<file path="config.mk">
export PLATFORM = sky130hd
export DESIGN_NAME = tmeh_div
export DESIGN_NICKNAME = d
export VERILOG_FILES = /design/src/hdl/tmeh_pkg.sv /design/src/hdl/tmeh_div.sv
export SDC_FILE = /design/constraint.sdc
export NUM_CORES = 1
export LEC_CHECK = 0
export ABC_AREA = 1
export BUFFER_PORTS_ARGS = -buffer_cell sky130_fd_sc_hd__buf_2
export CAP_MARGIN = 10
export CORE_ASPECT_RATIO = 0.8
export CORE_MARGIN = 3
export CORE_UTILIZATION = 40
export CTS_CLUSTER_SIZE = 20
export DETAILED_ROUTE_END_ITERATION = 7
export HOLD_SLACK_MARGIN = 0.08
export SYNTH_ARGS = -nofsm -noshare
export SYNTH_HDL_FRONTEND = slang
export SYNTH_SLANG_ARGS = --single-unit
</file>
<file path="constraint.sdc">
create_clock -name clk_i -period 3.79 [get_ports clk_i]
set_clock_uncertainty 0.05 [all_clocks]
set_input_delay 0.379 -clock clk_i [delete_from_list [all_inputs] [get_ports clk_i]]
set_output_delay 0.379 -clock clk_i [all_outputs]
set_load 0.05 [all_outputs]
</file>
<file path="src/hdl/tmeh_pkg.sv">
// Package for the truncated multiplier error histogram.
// Command codes, fixed field widths, histogram constants and the divider control struct.
// No dependencies.
package tmeh_pkg;

  localparam int CMD_W   = 2;
  localparam int LEVEL_W = 4;
  localparam int BIN_W   = 7;
  localparam int QUO_W   = 7;    // error percent 0..100
  localparam int BINS    = 101;  // bins per level
  localparam int PCT     = 100;

  typedef enum logic [CMD_W-1:0] {
    CMD_MUL   = 2'd0,
    CMD_READ  = 2'd1,
    CMD_CLEAR = 2'd2,
    CMD_NOP   = 2'd3
  } cmd_e;

  typedef struct packed {
    logic load;  // take a new numerator and divisor
    logic step;  // one restoring quotient bit
  } div_ctrl_t;

endpackage

</file>
<file path="src/hdl/tmeh_div.sv">
// Bit-serial restoring divider: floor(diff * 100 / den), one quotient bit a cycle while step is set.
// Depends on tmeh_pkg. Quotient must fit in QUO_W bits (diff <= den).
module tmeh_div #(
  parameter int DEN_W = 16
) (
  input  logic                        clk_i,
  input  tmeh_pkg::div_ctrl_t         ctrl_i,
  input  logic [DEN_W-1:0]            diff_i,
  input  logic [DEN_W-1:0]            den_i,
  output logic [tmeh_pkg::QUO_W-1:0]  quo_o
);

  localparam int QW    = tmeh_pkg::QUO_W;
  localparam int REM_W = DEN_W + QW;
  localparam int DVS_W = DEN_W + QW - 1;

  logic [REM_W-1:0] rem_q, rem_d;
  logic [DVS_W-1:0] dvs_q, dvs_d;
  logic [QW-1:0]    quo_q, quo_d;
  logic             ge;

  assign ge = rem_q >= REM_W'(dvs_q);

  always_comb begin
    rem_d = rem_q;
    dvs_d = dvs_q;
    quo_d = quo_q;
    if (ctrl_i.load) begin
      rem_d = REM_W'(diff_i) * REM_W'(tmeh_pkg::PCT);
      dvs_d = DVS_W'(den_i) << (QW - 1);
      quo_d = '0;
    end else if (ctrl_i.step) begin
      if (ge) begin
        rem_d = rem_q - REM_W'(dvs_q);
      end
      quo_d = {quo_q[QW-2:0], ge};
      dvs_d = dvs_q >> 1;
    end
  end

  always_ff @(posedge clk_i) begin
    rem_q <= rem_d;
    dvs_q <= dvs_d;
    quo_q <= quo_d;
  end

  assign quo_o = quo_q;

endmodule

</file>
==> summary.md, run 1 <==
| Metric | Value |
|---|---|
| RSZ-0062 raised after global routing | false |
| Diode count | 0 |
| Number of port buffers | 41 |
| F_max | 326 MHz |
| Total of max-cap violations | 0 |
| P_leak | 0.00320 uW |
| Routed WL | 13.5 mm |
| Worst skew pair latency | 0.30 ns |
| Outcome | finished clean |
| Drt via density | 4.89 |
| GR Overflow Total | 0 |
| Xor-xnor portion of the synthesized cell area | 2.62% |
| GRT busiest layer | met2 |
| Met1 usage | 27.9% |
| Total chip power | 3300 uW |
| Sw Share | 48.3% |
| Kind of critical path | primary input to flop |
| Relative slew margins | 44.0% |
| Final Hold Viols | 0 |
| Postcts setup bufs | 0 |
| Total CTS buffers | 5 |
| Die width | 135 um |
| Crit path DAT | 3.05 ns |
| Share of layout cells above drive strength 1 | 10.5% |
| Yosys cell types | 31 |
| Layout Nets | 919 |
| Synth warn | 0 |
| Synth Instances | 755 |
| CP endpoint kind | flop |
| Via count | 4766 |
| Detailed placer's ending HPWL | 11.1 mm |
| ANT nets after route | 0 |
| Die ar. | 14800 sq um |
| Netlist Area Pre-Place | 5360 sq um |
| CTS Sinks | 52 |
| PwrDens | 558 nW/um^2 |
| Residual DRC | 0 |
| CTS tree | done |
| Root Buffer | clkbuf_16 |
| EDFF count, synth | 37 |
| Hold slack | 0.283 ns |
| Setup Viol. Count Final | 0 |
| Sequential cell area fraction in the yosys report | 26.4% |
| Compound-Gate Fraction of Synth Area | 10.7% |
| Post-Synth Adder-Cell Area | 21.8% |
| Post-CTS sizing | 0 |
| Worst Max-Slew Pin Slew | 0.839 ns |
| Multiplexer share of the synthesized area | 0% |
| CP Max Fanout | 4 |
| Area grow syn2layout | 10.4% |
| GP Congestion | 0.945 |
| Height of the chip | 109 um |
| Power share of the clock group | 14.6% |
| CP startpoint kind | primary input |
| Largest net degree at the start of global routing | 31 |
| Initial antenna violation count | 0 |
| Met3 usage | 2.84% |
| CTS Hold Bufs | 0 |
| Rows | 37 |
| Most common flop cell mapped by yosys | edfxtp_1 |
| Wire length per cell | 13.9 um |
| First drt pass iteration count | 5 |
| Clock buffer depth | 2 |
| Global-route wire length before repair | 22.5 mm |
| Largest family of logic cells by synthesized area | simple AND/OR/NAND/NOR gates |
| Setup tns final | 0 ns |
| Hold Path Class | primary input to flop |
| Simple-gate portion of the synthesized area | 26.5% |
| Asr flop ratio synth | 0% |
| Met2 Use GR | 29.9% |
| Register share of total power | 24.7% |
| Avg Inst Size Synth | 7.09 sq um |
| First DRT Iteration DRCs | 371 |
| Clock transition at path regs | 0.07 ns |
| Worst vdd ir | 0.258 mV |
| CTS H-Tree Depth | 2 |
| Tot GR Track Use | 19.1% |
| Int Pwr | 1700 uW |
| Core area | 13000 sq um |
| Ports | 42 |
| Min Clock Period, post-route | 3.07 ns |
| Mapped Nets | 876 |
| Required time of the worst setup path | 3.78 ns |
| Final Cycle Share | 80.9% |
| Pins over their slew limit | 0 |
| Flop and latch count out of synthesis | 52 |
| Gate power share | 60.7% |
| Vias in the first global route | 4602 |
| Fin util | 45.6% |
| Initial Util | 41.3% |
| Switching power of the nets | 1590 uW |
## through the flow
step | worst slack, ns | area [sq um] | std cells
floorplan | 0.903 | 5360 | 755
global placement | 0.556 | 5760 | 966
detailed placement | 0.451 | 5760 | 966
CTS | 0.779 | 5910 | 974
global route | 0.481 | 5910 | 974
finish | 0.725 | 5910 | 974
## cell type report
type,count,area (sq um)
clock buffer,5,125
inverter,161,604
timing repair buffer,44,228
sequential,52,1410
fill,1388,7050
tap,175,219
multi-input combinational,534,3300
clock inverter,3,23.8
## cells in the final DEF (no fill, tap or decap), drive strengths merged, types with 7 or more instances in the layout
master,netlist,layout
buf,1,44
o21ai,46,46
dfxtp,15,15
nand3b,7,7
a21oi,42,42
fa,12,12
o22ai,10,10
ha,74,74
nand3,34,34
xnor2,12,12
nand2,231,231
nand4,8,8
edfxtp,37,37
nor2,42,42
inv,161,164
## state kept, by name, summed over array words and instances (netlist names)
| signal | count |
|---|---|
| rem_q | 23 |
| dvs_q | 22 |
| quo_o | 7 |
## final timing paths
kind | from | end | slack (ns) | cells past startpoint
hold reg to reg | quo_o[0] | quo_o[1] | 0.44 | 2
setup reg to reg | rem_q[19] | rem_q[16] | 1.31 | 10
setup / recovery | diff_i[7] | rem_q[15] | 0.72 | 14
hold / removal | den_i[15] | dvs_q[21] | 0.28 | 3
## cells by family (layout without fill, tap and decap cells)
logic type / after synthesis / count (layout)
AND/OR/NAND/NOR: 329 / 329
buffers and inverters: 169 / 213
AO/OA/AOI/OAI: 103 / 103
adder cells (fa/ha/maj): 86 / 86
flip-flops: 52 / 52
XOR/XNOR: 16 / 16
## power by group through the flow
stage          sequential [uW]  combinational [uW]  clock [uW]
5_1_grt                    826                2310         514
3_5_place_dp               830                1980           0
2_1_floorplan              815                1520           0
3_3_place_gp               830                1960           0
4_1_cts                    818                2000         489
6_report                   815                2000         481
## Yosys cell counts (2+ instances only)
cell type / count / area share (%)
nand2_1: 220 / 15
inv_1: 158 / 11
ha_1: 74 / 17
a21oi_1: 42 / 3.9
edfxtp_1: 37 / 21
o21ai_0: 37 / 3.5
nor2_1: 35 / 2.5
nand3_1: 34 / 3.2
dfxtp_1: 15 / 5.6
fa_1: 12 / 4.5
xnor2_1: 12 / 2.0
nand2_2: 10 / 1.2
o22ai_1: 10 / 1.2
o21ai_2: 9 / 1.5
clkbuf_1: 7 / 0.49
nand3b_1: 7 / 0.98
nand4_1: 7 / 0.82
nor2_2: 4 / 0.47
xor2_1: 4 / 0.65
inv_2: 3 / 0.21
nor2_4: 3 / 0.63
nor3_1: 3 / 0.28
a21o_1: 2 / 0.28
nor4_1: 2 / 0.23
o21bai_1: 2 / 0.28
## per-layer routing
layer | up-vias | wire length (um)
met5 | - | 0
met4 | 0 | 252
met3 | 18 | 669
met2 | 108 | 5600
met1 | 2147 | 7010
li1 | 2493 | -
## critical path, stage by stage
cell and delay, ns:
buf_2 0.12, ha_1 0.29, ha_1 0.27, inv_1 0.05, fa_1 0.50, inv_1 0.04
ha_1 0.33, nand2_1 0.13, nor2_1 0.25, nand3_1 0.17, nand3_1 0.15, a21oi_1 0.07
o21ai_0 0.14, o21ai_0 0.15
Note: power is estimated with default switching activity, not from simulation.
==> run 2, diff against run 1 <==
Clock period 3.79 ns to 2.5 ns, I/O delays scaled along.
==> summary.md, run 2 (same netlist as run 1, synthesis figures left out) <==
| Metric | Value |
|---|---|
| Met2 Use GR | 29.7% (-0.21 points) |
| Clock transition at path regs | 0.07 ns (about the same) |
| CTS H-Tree Depth | 2 (unchanged) |
| Diode count | 0 (unchanged) |
| First drt pass iteration count | 5 (unchanged) |
| Failing checks | negative setup slack |
| Hold Path Class | primary input to flop |
| Ports | 42 (unchanged) |
| Area grow syn2layout | 28.9% |
| Multi-input logic area | 3870 sq um (+17%) |
| Tot GR Track Use | 19.6% (+0.46 points) |
| Core area | 13000 sq um (unchanged) |
| Via count | 4970 (+4.3%) |
| Crit path DAT | 2.67 ns (-0.38 ns) |
| Int Pwr | 3060 uW (+80%) |
| Hold Path Sink | dvs_q[21] |
| GR Overflow Total | 0 (unchanged) |
| Vias in the first global route | 4809 (+4.5%) |
| Initial Util | 41.3% (unchanged) |
| Layout Nets | 968 (+5.3%) |
| Number of port buffers | 41 (unchanged) |
| Worst skew pair latency | 0.29 ns (about the same) |
| Largest net degree at the start of global routing | 28 (-9.7%) |
| Reg2reg path depth | 10 (unchanged) |
| Sw Share | 46.7% (-1.6 points) |
| Routed WL | 14.2 mm (+5.1%) |
| CP endpoint kind | flop |
| CP max stage delay | 0.49 ns (about the same) |
| RSZ-0062 raised after global routing | true |
| Initial antenna violation count | 0 (unchanged) |
| Share of layout cells above drive strength 1 | 26.4% (+16 points) |
| Reg2Reg Capture Point | rem_q[8] |
| Met3 usage | 3.75% (+0.91 points) |
| Outcome | finished, violations left |
| Hold slack | 0.170 ns (-0.113 ns) |
| CP Max Fanout | 4 (unchanged) |
| Total chip power | 5750 uW (+74%) |
| CTS Sinks | 52 (unchanged) |
| Gate power share | 65.7% (+5.0 points) |
| Non-filler instance count after layout | 1023 (+5.0%) |
| Min Clock Period, post-route | 2.55 ns |
| # fillers | 1273 (-8.3%) |
| Global-route wire length before repair | 23.3 mm (+3.2%) |
| Power share of the clock group | 12.9% (-1.7 points) |
| Rows | 37 (unchanged) |
| Clock buffer depth | 2 (unchanged) |
| Leading cell type in the layout, fill and taps excluded | nand2_1 |
| Total CTS buffers | 5 (unchanged) |
| Register share of total power | 21.3% (-3.4 points) |
| Worst path bufs/invs | 4 (+1) |
| Worst vdd ir | 0.376 mV (+46%) |
| P_leak | 0.00350 uW (+9.3%) |
| Worst hold start | den_i[15] |
| R2R Path Start | rem_q[15] |
| Most numerous cell on the critical path | ha_4 |
| Total of max-cap violations | 0 (unchanged) |
| Reg with most FFs | rem_q |
| Pins over their slew limit | 0 (unchanged) |
| Die ar. | 14800 sq um (unchanged) |
| Residual DRC | 0 (unchanged) |
| Final Cycle Share | 102% |
| Worst Max-Slew Pin Slew | 0.779 ns (-0.0598 ns) |
| Fin util | 53.3% (+7.6 points) |
| Max FFs per register | 23 (unchanged) |
| Detailed placer's ending HPWL | 11.4 mm (+3.0%) |
| Slowest cell on the critical path | fa_1 |
| PwrDens | 833 nW/um^2 (+49%) |
| Final Worst Setup Slack | -0.0487 ns (-0.774 ns) |
| CP startpoint kind | primary input |
| First DRT Iteration DRCs | 361 (-2.7%) |
| Worst R2R Setup Slack | 0.15 ns (-1.16 ns) |
| Wire length per cell | 13.9 um (about the same) |
| Kind of critical path | primary input to flop |
| Delay-heaviest family, CP | adder cells |
| Setup Viol. Count Final | 4 (+4) |
| Drt via density | 4.86 (-0.71%) |
| Met1 usage | 29.1% (+1.2 points) |
| ANT nets after route | 0 (unchanged) |
| GRT busiest layer | met2 |
| Root Buffer | clkbuf_16 |
| Critical path, cell by cell | buf_6, ha_4, ha_4, inv_2, fa_1, inv_2, ha_4, a21oi_4, o21a_1, nand2_4, a21oi_2, o21ai_2, buf_4, nand2_1 |
| GP Congestion | 0.949 (+0.47%) |
| Register area | 1410 sq um (unchanged) |
| Die width | 135 um (unchanged) |
| Postcts setup bufs | 0 (unchanged) |
| Number of instances in the placed design | 1015 (+5.1%) |
| Final Hold Viols | 0 (unchanged) |
| Relative slew margins | 48.0% (+4.0 points) |
| F_max | 392 MHz |
| Cells on Worst Hold Path | 3 (unchanged) |
| CTS tree | done |
| Switching power of the nets | 2690 uW (+69%) |
| Height of the chip | 109 um (unchanged) |
| Required time of the worst setup path | 2.62 ns (-1.16 ns) |
| Most frequent cells in the layout | nand2_1 (202), inv_1 (145), buf_4 (50) |
run 2: timing repair:
item,4_1_cts,5_1_grt
pin swaps,9,21
endpoints found under the setup margin,5,27
hold endpoints to repair,0,0
gates resized for setup,12,62
hold buffers,0,0
run 2: worst reg2reg max path: cells and delay by family (launching register included):
kind | cells | cell delay [ns]
AND/OR/NAND/NOR | 8 | 0.93
flip-flops | 1 | 0.42
adder cells (fa/ha/maj) | 1 | 0.42
buffers and inverters | 1 | 0.22
run 2: cell type report:
cell class	instances	area share, %
Multi-Input combinational cell	534	56.0
Sequential cell	52	20.4
Timing Repair Buffer	93	9.31
Inverter	161	8.75
Tap cell	175	3.17
Clock buffer	7	2.23
Clock inverter	1	0.0725
run 2: layer usage:
| layer | wire (um) | vias up |
|---|---|---|
| met3 | 794 | 12 |
| met4 | 200 | 0 |
| met1 | 7250 | 2263 |
| li1 | - | 2585 |
| met2 | 5980 | 110 |
| met5 | 0 | - |
run 2: worst max-delay path by stage:
stage	startpoint	endpoint	slack, ns	cells past startpoint
finish	diff_i[7]	rem_q[14]	-0.05	14
global route	diff_i[11]	rem_q[22]	-0.14	14
CTS	diff_i[11]	rem_q[19]	-0.009	14
detailed placement	diff_i[7]	rem_q[14]	-0.43	13
global placement	diff_i[7]	rem_q[14]	-0.45	13
floorplan	diff_i[4]	rem_q[17]	-0.06	16
run 2: metrics by stage:
step | area [sq um] | setup TNS, ns | setup WS, ns
CTS | 6670 | -0.0159 | -0.00898
global route | 6900 | -0.976 | -0.140
global placement | 6470 | -3.91 | -0.447
finish | 6900 | -0.0901 | -0.0487
detailed placement | 6470 | -4.21 | -0.434
floorplan | 5680 | -0.0812 | -0.0559
run 2: power by group through the flow:
| stage | clock network, uW | registers, uW | logic [uW] |
|---|---|---|---|
| floorplan | 0 | 1240 | 2530 |
| global placement | 0 | 1240 | 3440 |
| detailed placement | 0 | 1250 | 3480 |
| CTS | 768 | 1230 | 3550 |
| global route | 792 | 1240 | 4230 |
| finish | 744 | 1230 | 3780 |
